===== src/rtl/first_fit_block_allocator_top_defines.svh =====
// Assertion macros for the first-fit block allocator.
`ifndef FIRST_FIT_BLOCK_ALLOCATOR_TOP_DEFINES_SVH
`define FIRST_FIT_BLOCK_ALLOCATOR_TOP_DEFINES_SVH

`ifndef ASSERT_OFF
`define FFBA_ASSERT(label, clk, rst, prop) \
  label: assert property (@(posedge clk) disable iff (rst) prop) \
    else $error("ffba assertion failed");
`define FFBA_ASSERT_NR(label, clk, prop) \
  label: assert property (@(posedge clk) prop) \
    else $error("ffba assertion failed");
`else
`define FFBA_ASSERT(label, clk, rst, prop)
`define FFBA_ASSERT_NR(label, clk, prop)
`endif

`endif


===== src/rtl/ffba_pkg.sv =====
// Shared constants and types of the first-fit block allocator.
package ffba_pkg;

  localparam int ARENA_BYTES_DEF   = 1024;
  localparam int GRANULE_BYTES_DEF = 16;

  localparam int REQ_W    = 10;
  localparam int OFF_W    = 10;
  localparam int STATUS_W = 2;

  typedef enum logic {
    KIND_ALLOC = 1'b0,
    KIND_FREE  = 1'b1
  } kind_t;

  typedef enum logic [STATUS_W-1:0] {
    ST_OK      = 2'd0,
    ST_NOFIT   = 2'd1,
    ST_BADADDR = 2'd2
  } status_t;

endpackage


===== src/rtl/ffba_ifs.sv =====
// Request and response channel interfaces of the first-fit block allocator.
interface ffba_req_if;
  import ffba_pkg::*;

  logic             valid;
  logic             ready;
  kind_t            kind;
  logic [REQ_W-1:0] request_bytes;
  logic [OFF_W-1:0] release_offset;

  modport source (output valid, output kind, output request_bytes,
                  output release_offset, input ready);
  modport sink   (input valid, input kind, input request_bytes,
                  input release_offset, output ready);
endinterface

interface ffba_rsp_if;
  import ffba_pkg::*;

  logic             valid;
  logic             ready;
  logic [OFF_W-1:0] grant_offset;
  status_t          status;

  modport source (output valid, output grant_offset, output status, input ready);
  modport sink   (input valid, input grant_offset, input status, output ready);
endinterface


===== src/rtl/first_fit_block_allocator_top.sv =====
// First-fit block allocator: header table in one synchronous RAM, walked per item.
//
//   channel  dir  payload                                  transfer
//   req      in   kind, request_bytes, release_offset      valid && ready
//   rsp      out  grant_offset, status                     valid && ready
//
// Allocate/free: S_IDLE, S_RD, S_EVAL once per header walked (H = 1..ARENA/GRANULE),
// S_SPLIT on a split, then S_DONE; one header read per cycle from the table RAM.
// Misaligned or zero free offset: S_IDLE straight to S_DONE, no table access.
// Reset: no clearing pass; entry 0 reads as the full free block until first written.
// rsp is registered: a new item is taken while a result waits, and the next
// result waits until the register is free.
`include "first_fit_block_allocator_top_defines.svh"

module first_fit_block_allocator_top #(
  parameter int ARENA_BYTES   = ffba_pkg::ARENA_BYTES_DEF,
  parameter int GRANULE_BYTES = ffba_pkg::GRANULE_BYTES_DEF
) (
  input logic         clk,
  input logic         rst,
  ffba_req_if.sink    req,
  ffba_rsp_if.source  rsp
);
  import ffba_pkg::*;

  localparam int GSH   = $clog2(GRANULE_BYTES);
  localparam int NGRAN = ARENA_BYTES / GRANULE_BYTES;
  localparam int IDX_W = $clog2(NGRAN);
  localparam int ENT_W = IDX_W + 1;
  localparam int AW    = (IDX_W + 2 > REQ_W + 1) ? IDX_W + 2 : REQ_W + 1;
  localparam int GO_W  = AW + GSH;

  localparam logic [ENT_W-1:0] RESET_ENT = {1'b0, IDX_W'(NGRAN - 1)};
  localparam logic [AW-1:0]    NGRAN_A   = AW'(NGRAN);

  typedef enum logic [4:0] {
    S_IDLE  = 5'b00001,
    S_RD    = 5'b00010,
    S_EVAL  = 5'b00100,
    S_SPLIT = 5'b01000,
    S_DONE  = 5'b10000
  } state_t;

  state_t           state, state_next;
  logic [AW-1:0]    g, g_next;
  kind_t            kind, kind_next;
  logic [AW-1:0]    need, need_next;
  logic [AW-1:0]    target, target_next;
  logic [OFF_W-1:0] res_off, res_off_next;
  status_t          res_st, res_st_next;
  logic             e0_init, e0_init_next;
  logic             out_valid, out_valid_next;
  logic [OFF_W-1:0] out_off, out_off_next;
  status_t          out_st, out_st_next;

  logic [ENT_W-1:0] mem [NGRAN];
  logic [ENT_W-1:0] mem_q;
  logic             mem_re, mem_we;
  logic [IDX_W-1:0] mem_raddr, mem_waddr;
  logic [ENT_W-1:0] mem_wdata;

  logic [REQ_W:0]   nsum;
  logic             bad_off;
  logic [ENT_W-1:0] ent;
  logic             used;
  logic [AW-1:0]    sz, walk_next, nh, rest;
  logic [GO_W-1:0]  goff;
  logic             fit, split;

  always_ff @(posedge clk) begin
    if (mem_we) mem[mem_waddr] <= mem_wdata;
    if (mem_re) mem_q <= mem[mem_raddr];
  end

  assign nsum    = (REQ_W + 1)'(req.request_bytes) + (REQ_W + 1)'(GRANULE_BYTES - 1);
  assign bad_off = ((req.release_offset & OFF_W'(GRANULE_BYTES - 1)) != '0) ||
                   (req.release_offset == '0);

  assign ent       = (e0_init && g == '0) ? RESET_ENT : mem_q;
  assign used      = ent[IDX_W];
  assign sz        = AW'(ent[IDX_W-1:0]);
  assign walk_next = g + AW'(1) + sz;
  assign nh        = g + AW'(1) + need;
  assign rest      = sz - need - AW'(1);
  assign goff      = GO_W'(g + AW'(1)) << GSH;
  assign fit       = !used && (sz >= need);
  assign split     = (sz >= need + AW'(2)) && (nh < NGRAN_A);

  assign req.ready     = (state == S_IDLE);
  assign rsp.valid     = out_valid;
  assign rsp.grant_offset = out_off;
  assign rsp.status    = out_st;

  always_comb begin
    state_next     = state;
    g_next         = g;
    kind_next      = kind;
    need_next      = need;
    target_next    = target;
    res_off_next   = res_off;
    res_st_next    = res_st;
    e0_init_next   = e0_init;
    out_valid_next = out_valid && !rsp.ready;
    out_off_next   = out_off;
    out_st_next    = out_st;
    mem_re         = 1'b0;
    mem_raddr      = g[IDX_W-1:0];
    mem_we         = 1'b0;
    mem_waddr      = g[IDX_W-1:0];
    mem_wdata      = {1'b0, ent[IDX_W-1:0]};

    unique case (state)
      S_IDLE: begin
        if (req.valid) begin
          kind_next   = req.kind;
          need_next   = AW'(nsum >> GSH);
          target_next = AW'(req.release_offset >> GSH) - AW'(1);
          g_next      = '0;
          if (req.kind == KIND_FREE && bad_off) begin
            res_off_next = '0;
            res_st_next  = ST_BADADDR;
            state_next   = S_DONE;
          end else begin
            state_next = S_RD;
          end
        end
      end
      S_RD: begin
        mem_re     = 1'b1;
        state_next = S_EVAL;
      end
      S_EVAL: begin
        if (kind == KIND_ALLOC) begin
          if (fit) begin
            res_off_next = OFF_W'(goff);
            res_st_next  = ST_OK;
            mem_we       = 1'b1;
            if (split) begin
              mem_waddr  = nh[IDX_W-1:0];
              mem_wdata  = {1'b0, rest[IDX_W-1:0]};
              state_next = S_SPLIT;
            end else begin
              mem_wdata  = {1'b1, ent[IDX_W-1:0]};
              state_next = S_DONE;
            end
          end else if (walk_next < NGRAN_A) begin
            g_next    = walk_next;
            mem_re    = 1'b1;
            mem_raddr = walk_next[IDX_W-1:0];
          end else begin
            res_off_next = '0;
            res_st_next  = ST_NOFIT;
            state_next   = S_DONE;
          end
        end else begin
          if (g == target) begin
            mem_we       = 1'b1;
            mem_wdata    = {1'b0, ent[IDX_W-1:0]};
            res_off_next = '0;
            res_st_next  = ST_OK;
            state_next   = S_DONE;
          end else if (walk_next < NGRAN_A && walk_next <= target) begin
            g_next    = walk_next;
            mem_re    = 1'b1;
            mem_raddr = walk_next[IDX_W-1:0];
          end else begin
            res_off_next = '0;
            res_st_next  = ST_BADADDR;
            state_next   = S_DONE;
          end
        end
      end
      S_SPLIT: begin
        mem_we     = 1'b1;
        mem_wdata  = {1'b1, need[IDX_W-1:0]};
        state_next = S_DONE;
      end
      S_DONE: begin
        if (!out_valid || rsp.ready) begin
          out_valid_next = 1'b1;
          out_off_next   = res_off;
          out_st_next    = res_st;
          state_next     = S_IDLE;
        end
      end
      default: state_next = S_IDLE;
    endcase

    if (mem_we && mem_waddr == '0) e0_init_next = 1'b0;
  end

  always_ff @(posedge clk) begin
    if (rst) begin
      state     <= S_IDLE;
      e0_init   <= 1'b1;
      out_valid <= 1'b0;
    end else begin
      state     <= state_next;
      e0_init   <= e0_init_next;
      out_valid <= out_valid_next;
    end
    g       <= g_next;
    kind    <= kind_next;
    need    <= need_next;
    target  <= target_next;
    res_off <= res_off_next;
    res_st  <= res_st_next;
    out_off <= out_off_next;
    out_st  <= out_st_next;
  end

  `FFBA_ASSERT(a_accept_busy, clk, rst, req.valid && req.ready |=> state != S_IDLE)
  `FFBA_ASSERT(a_write_phase, clk, rst, mem_we |-> (state == S_EVAL || state == S_SPLIT))
  `FFBA_ASSERT(a_fail_zero_off, clk, rst, rsp.valid && rsp.status != ST_OK |-> rsp.grant_offset == '0)
  `FFBA_ASSERT_NR(a_e0_cleared, clk, !rst && $fell(e0_init) |-> $past(mem_we && mem_waddr == '0))
endmodule


===== src/flat_wrapper.sv =====
// flat-port wrapper written by rule: the top's interface ports become plain ports
module first_fit_block_allocator_top_flat import ffba_pkg::*;
#(
  parameter int ARENA_BYTES   = ffba_pkg::ARENA_BYTES_DEF,
  parameter int GRANULE_BYTES = ffba_pkg::GRANULE_BYTES_DEF
)
  (clk, rst, req_valid, req_kind, req_request_bytes, req_release_offset, req_ready, rsp_valid, rsp_grant_offset, rsp_status, rsp_ready);
  ffba_req_if req_i ();
  ffba_rsp_if rsp_i ();
  input logic clk;
  input logic rst;
  input wire logic [$bits(req_i.valid)-1:0] req_valid;
  input wire logic [$bits(req_i.kind)-1:0] req_kind;
  input wire logic [$bits(req_i.request_bytes)-1:0] req_request_bytes;
  input wire logic [$bits(req_i.release_offset)-1:0] req_release_offset;
  output wire logic [$bits(req_i.ready)-1:0] req_ready;
  output wire logic [$bits(rsp_i.valid)-1:0] rsp_valid;
  output wire logic [$bits(rsp_i.grant_offset)-1:0] rsp_grant_offset;
  output wire logic [$bits(rsp_i.status)-1:0] rsp_status;
  input wire logic [$bits(rsp_i.ready)-1:0] rsp_ready;
  assign req_i.valid = req_valid;
  assign req_i.kind = req_kind;
  assign req_i.request_bytes = req_request_bytes;
  assign req_i.release_offset = req_release_offset;
  assign req_ready = req_i.ready;
  assign rsp_valid = rsp_i.valid;
  assign rsp_grant_offset = rsp_i.grant_offset;
  assign rsp_status = rsp_i.status;
  assign rsp_i.ready = rsp_ready;
  first_fit_block_allocator_top #(.ARENA_BYTES(ARENA_BYTES), .GRANULE_BYTES(GRANULE_BYTES)) u_core (.clk(clk), .rst(rst), .req(req_i), .rsp(rsp_i));
endmodule

===== config.mk =====
export PLATFORM = sky130hd
export DESIGN_NAME = first_fit_block_allocator_top_flat
export DESIGN_NICKNAME = d
export VERILOG_FILES = /design/src/rtl/ffba_pkg.sv /design/src/rtl/ffba_ifs.sv /design/src/rtl/first_fit_block_allocator_top.sv /design/src/flat_wrapper.sv
export VERILOG_INCLUDE_DIRS = /design/src /design/src/rtl
export SDC_FILE = /design/constraint.sdc
export NUM_CORES = 1
export LEC_CHECK = 0
export BUFFER_PORTS_ARGS = -buffer_cell sky130_fd_sc_hd__buf_4
export CORE_MARGIN = 2
export CORE_UTILIZATION = 50
export CTS_CLUSTER_SIZE = 14
export DETAILED_ROUTE_END_ITERATION = 6
export GPL_ROUTABILITY_DRIVEN = 0
export PLACE_DENSITY = 0.65
export SLEW_MARGIN = 20
export SYNTH_ARGS = -nofsm -noshare
export SYNTH_HDL_FRONTEND = slang
export SYNTH_SLANG_ARGS = --single-unit

===== constraint.sdc =====
create_clock -name clk -period 7.92 [get_ports clk]
set_input_delay 1.584 -clock clk [delete_from_list [all_inputs] [get_ports clk]]
set_output_delay 1.584 -clock clk [all_outputs]
set_load 0.1 [all_outputs]

Word-level counts from Yosys, hierarchy flattened
Memories as Yosys holds them, arrays and structs flattened. A register that Yosys moved wholly into a read port is not among the register bits.
Cells that the tools add are included.

cells by class
  add/sub/neg operators = 9
  multiply operators = 0
  divide/modulo/power cells = 0
  $lt $le $gt $ge = 5
  equal/unequal tests = 15
  shifts and indexed selects = 0
  mux-type cells = 62
  bitwise operators = 0
  reduce and logical (&&, ||, !) cells = 22

operators with widths
  kind                                                                           count
  10-bit two-way mux                                                             7
  11-bit two-way mux                                                             6
  6-bit two-way mux                                                              10
  5-bit two-way mux                                                              9
  7-bit two-way mux                                                              4
  5-bit case mux with 5 select lines                                             1
  11-bit by 7-bit less-than comparator with 1-bit output, second input constant  2
  11-bit case mux with 2 select lines                                            1
  10-bit case mux with 2 select lines                                            1
  2-bit two-way mux                                                              7
  7-bit case mux with 2 select lines                                             1
  1-bit two-way mux                                                              12
  10-bit by 4-bit adder with 11-bit output, second input constant                1
  11-bit by 1-bit adder with 11-bit output, second input constant                1
  11-bit by 6-bit adder with 11-bit output                                       1
  11-bit by 7-bit adder with 11-bit output                                       1
  11-bit == test                                                                 1
  6-bit by 11-bit greater-or-equal comparator with 1-bit output                  1
  11-bit less-or-equal comparator                                                1
  11-bit zero test                                                               1
  10-bit zero test                                                               1
  10-bit nonzero test                                                            1
  7-bit by 2-bit adder with 8-bit output, second input constant                  1
  6-bit by 7-bit greater-or-equal comparator with 1-bit output                   1
  other kinds (27)                                                               40

storage, ports and cells
  bits in registers = 61
  bits in latches = 0
  bits in writable memories = 448
  memory bits (read-only) = 0
  bits of input ports = 25
  output and inout port bits = 14
  word-level logic and storage cells = 125
  memories kept = 1

memory list
  name        depth  width  rd ports  clocked after memory_dff  wr ports  RTL line                             source
  u_core.mem  64     7      1         1                         1         first_fit_block_allocator_top.sv:56  logic [ENT_W-1:0] mem [NGRAN];

Longest topological paths before layout
  word-level depth = 11
  mapped depth = 34
  gate-level depth less buffers = 27

Worst setup path before layout
Ideal clock, no wire load.

  path type = reg-to-reg
  start = register u_core.g[0]
  end = register u_core.mem_q[0], read port of u_core.mem (data pin)
  library setup time = 176 ps
  data arrival time = 6801 ps
  required time = 7744 ps
  path slack = 943 ps
  cell stages (with the launch flop) = 32
  path buffers = 4
  period minus slack after synthesis = 6977 ps
  cell sequence = edfxtp_1 buf_4 inv_1 ha_1 nor2b_1 and4_1 buf_6 nor2_1 inv_1 ha_1 fa_1 a21oi_1 nand2_1 a41oi_2 mux2i_1 inv_1 ha_1 a21o_1 a2111oi_0 a221o_1 a31o_2 and2_1 and3_1 a2111oi_4 or4_1 buf_4 buf_6 mux2_1 o22ai_1 or4_1 o311a_1 nor4_1

on the way
  longest elaborated chain between the ends = 10
  elaborated cells on any way between the ends = 24
  classes of those cells = 2 x add/sub; 3 x order compare; 1 x eq/ne; 13 x mux; 5 x reduce/logical

ends and longest elaborated chain
  item                                                                                                              RTL line                                                                    source
  start: declaration                                                                                                first_fit_block_allocator_top.sv:45                                         logic [AW-1:0] g, g_next;
  start signal: assignment                                                                                          first_fit_block_allocator_top.sv:202                                        g <= g_next;
  parallel branches: the longest is 3 deep, another holds 11-bit by 1-bit adder with 11-bit output                  --
  11-bit by 6-bit adder with 11-bit output (*)                                                                      first_fit_block_allocator_top.sv:82                                         assign walk_next = g + AW'(1) + sz;
  named net u_core.walk_next[8]                                                                                     first_fit_block_allocator_top.sv:66                                         logic [AW-1:0] sz, walk_next, nh, rest;
  11-bit by 7-bit less-than comparator with 1-bit output / 11-bit less-or-equal comparator (equally long branches)  first_fit_block_allocator_top.sv:146, first_fit_block_allocator_top.sv:162
  1-bit logical AND                                                                                                 first_fit_block_allocator_top.sv:162                                        end else if (walk_next < NGRAN_A && walk_next <= target) begin
  1-bit two-way mux / 6-bit two-way mux (equally long branches)                                                     first_fit_block_allocator_top.sv:162
  1-bit two-way mux / 6-bit two-way mux (equally long branches)                                                     first_fit_block_allocator_top.sv:156                                        if (g == target) begin
  1-bit two-way mux / 6-bit two-way mux (equally long branches)                                                     first_fit_block_allocator_top.sv:133                                        if (kind == KIND_ALLOC) begin
  1-bit case mux with 2 select lines / 6-bit two-way mux (equally long branches)                                    first_fit_block_allocator_top.sv:112                                        unique case (state)
  end: declaration                                                                                                  first_fit_block_allocator_top.sv:57                                         logic [ENT_W-1:0] mem_q;

Mark *: on every way through the listed nets, which the timed path passes.
A chain may end at the register's enable or synchronous reset.

Final worst setup path
  start = register u_core.g[0]
  end = register u_core.mem_q[1], read port of u_core.mem (data pin)

on the way
  longest elaborated chain between the ends = 10
  elaborated cells on any way between the ends = 24
  classes of those cells = 2 x add/sub; 3 x order compare; 1 x eq/ne; 13 x mux; 5 x reduce/logical

ends and longest elaborated chain
  item
  parallel branches: the longest is 10 deep, another holds 11-bit by 1-bit adder with 11-bit output

Parallel ways; which one is timed is not known.

==> flow_metrics.tcl <==
set metrics [dict create \
    register_area_mm2 0.0151 \
    status "finished, final reports clean" \
    setup_violations 0 \
    dp.cells 2263 \
    fp-row-count 78 \
    coreArea_mm2 0.0452 \
    clock_latency_ns 0.60 \
    synth_enable_flop_cells 497 \
    r2r_cells 29 \
    fmax_ghz 0.132 \
    area_growth_pct 12.4 \
    ys_async_sr_fraction 0 \
    grt_pass1_vias 13814 \
    clkTransAtPathRegs_ns 0.06 \
    yosys-top-cells-area "edfxtp_1 (66%), mux2_1 (3.1%), nor2_1 (2.8%), ha_1 (2.1%), a21oi_1 (1.8%)" \
    netSwitchingPower_mw 1.51 \
    grt_max_degree 71 \
    yosysTopAreaCell "edfxtp_1" \
    relSlewSlack 0.403 \
    hold_path_class "register to register" \
    crit_path_max_incr_delay_ns 0.64 \
    grt_usage 0.236 \
    ir_worst_vdd_mv 0.210 \
    p_int_mw 4.54 \
    diodes 0 \
    crit_path_end_kind "register" \
    avgSynthCellArea_um2 13.7 \
    holdBufCountCts 0 \
    dr_total_vias 14054 \
    num_io_pins 39 \
    tightest_slew_ns 0.892 \
    setup_ws_ns 0.364 \
    wl_per_cell_um 23.4 \
    drive_above_1_share 0.141 \
    clock_skew_ns 0.0170 \
    synth-seq-cells 504 \
    cp_common_cell "ha_1" \
    synth_flop_cell "edfxtp_1" \
    antenna_left 0 \
    postCtsSetupBuffers 0 \
    final.fill_count 3575 \
    cts_made_buffers 50 \
    grt_overflow_total 0 \
    instances_no_fill 2355 \
    drt_iter0_drc 1348 \
    combPwrFrac 0.131 \
    crit_type "register to register" \
    placed_area_mm2 0.0239 \
    firstDrtPassIters 5 \
    slowest_stage "or4_4" \
    cts_tree "yes" \
    die_x_um 217 \
    drv_slew 0 \
    post-route-min-period_ns 7.56 \
    vias_per_cell 5.97 \
    seq_power_share 0.487 \
    fin_area_mm2 0.0256 \
    wirelength_um 55000 \
    leakage_nw 8.80 \
    drc 0 \
    ys_types 80 \
    clkSinkCount 504 \
    portBuffers 34 \
    cts_root_buf "clkbuf_16" \
    multi_input_area_mm2 0.00719 \
    min_period_over_period 0.954 \
    preCtsSetupSlack_ns -0.165 \
    swShare 0.250 \
    hold_viol 0 \
    grt_pass1_wl_um 84400 \
    ys_warn_count 0 \
    synthTopCellsByCount "edfxtp_1 (497), nor2_1 (169), nand2_1 (101), a21oi_1 (82), and2_1 (64)" \
    whs_path_depth 0 \
    synth_top_area_share 0.656 \
    whs_ns 0.417 \
    antenna_found_initial 0 \
    pwr-share-clk 0.382 \
    initial_utilization 0.504 \
    fp.dieH_um 217 \
    crit_path_start_kind "register" \
    arrival_ns 7.96 \
    synthesis.area_mm2 0.0228 \
    clk_path_buf_depth 3 \
    yosysMostFrequentCell "edfxtp_1" \
    rsz0062_at_grt "no" \
    crit_fanout 21 \
    dp_hpwl_um 35100 \
    power.density_mw_per_mm2 236 \
    htree_levels 2 \
    max_cap_violations 0 \
    seq_area_frac_synth 0.662 \
    die_area_mm2 0.0473 \
    fin_nets 1783 \
    crit_required_ns 8.33 \
    syn_inst 1666 \
]
registers in the layout, indices dropped and copies added (netlist names), 2 cells and up:
register	count
u_core.mem	448
u_core.g	11
u_core.mem_q	7
u_core.need	7
u_core.target	7
u_core.res_off	6
u_core.rsp.grant_offset	6
u_core.state	5
u_core.res_st	2
u_core.rsp.status	2
worst max-delay path: cells and delay by family (launching register included):
family | cells | cell delay [ns]
AOI/OAI and AO/OA | 7 | 1.32
adders and majority gates | 3 | 0.73
buffers and inverters | 4 | 0.78
DFF | 1 | 0.41
muxes | 1 | 0.25
and+or+nand+nor | 14 | 3.87
layout make-up:
| class | instances | area share |
|---|---|---|
| multi-input cells | 1023 | 0.281 |
| clock inverters | 25 | 0.00915 |
| clock buffers | 66 | 0.0521 |
| well taps | 600 | 0.0293 |
| inverters | 42 | 0.00616 |
| repair buffers | 95 | 0.0334 |
| flip-flops and latches | 504 | 0.589 |
final timing paths:
path	slack [ns]	endpoint	from
worst max-delay path	0.36	u_core.mem_q[1]$_DFFE_PP_	u_core.g[0]$_SDFFCE_PP0P_
worst min register to register	0.42	u_core.rsp.grant_offset[6]$_DFFE_PP_	u_core.res_off[6]$_SDFFCE_PP0P_
worst max register to register	0.36	u_core.mem_q[1]$_DFFE_PP_	u_core.g[0]$_SDFFCE_PP0P_
worst min-delay path	0.42	u_core.rsp.grant_offset[6]$_DFFE_PP_	u_core.res_off[6]$_SDFFCE_PP0P_
power groups by stage:
stage | clock network, mW | logic, mW | registers, mW
floorplan | 0 | 0.528 | 3.00
global placement | 0 | 0.759 | 3.00
detailed placement | 0 | 0.769 | 3.00
CTS | 2.34 | 0.777 | 2.95
global route | 2.44 | 0.854 | 2.95
finish | 2.31 | 0.792 | 2.95
placed cells by master, fill, tap and decap left out, types with 51 or more instances in the layout:
cell type	n
o22ai_1	59
buf_4	84
clkbuf_16	52
nor2_1	169
mux2_1	62
nand2_1	101
edfxtp_1	497
a211oi_1	51
and2_1	63
a21oi_1	82
cell families (layout without fill, tap and decap cells):
group,Yosys count,after routing,synth area share
DFF,504,504,0.662
other,1,4,0.000165
buffers and inverters,142,228,0.0317
muxes,111,111,0.0558
and+or+nand+nor,479,479,0.103
xor gates and xnor gates,45,45,0.0176
adders and majority gates,42,42,0.0241
AOI/OAI and AO/OA,342,342,0.106
through the flow:
step	TNS, ns	total power [mW]	util
6_report	0	6.05	0.566
5_1_grt	0	6.24	0.566
4_1_cts	0	6.07	0.564
3_5_place_dp	-0.579	3.77	0.529
3_3_place_gp	-0.0628	3.76	0.529
2_1_floorplan	0	3.53	-
repair_timing:
action                     4_1_cts  5_1_grt
pin swaps                        0        1
setup endpoints to repair        7        7
resized for setup               12       18
hold endpoints to repair         0        0
per-layer routing:
metal,vias up,GRT usage,share of wire
li1,6479,-,-
met1,6998,0.334,0.44
met2,470,0.373,0.47
met3,107,0.0358,0.064
met4,0,0.0833,0.032
met5,-,0,0
Note: power is estimated with default switching activity, not from simulation.
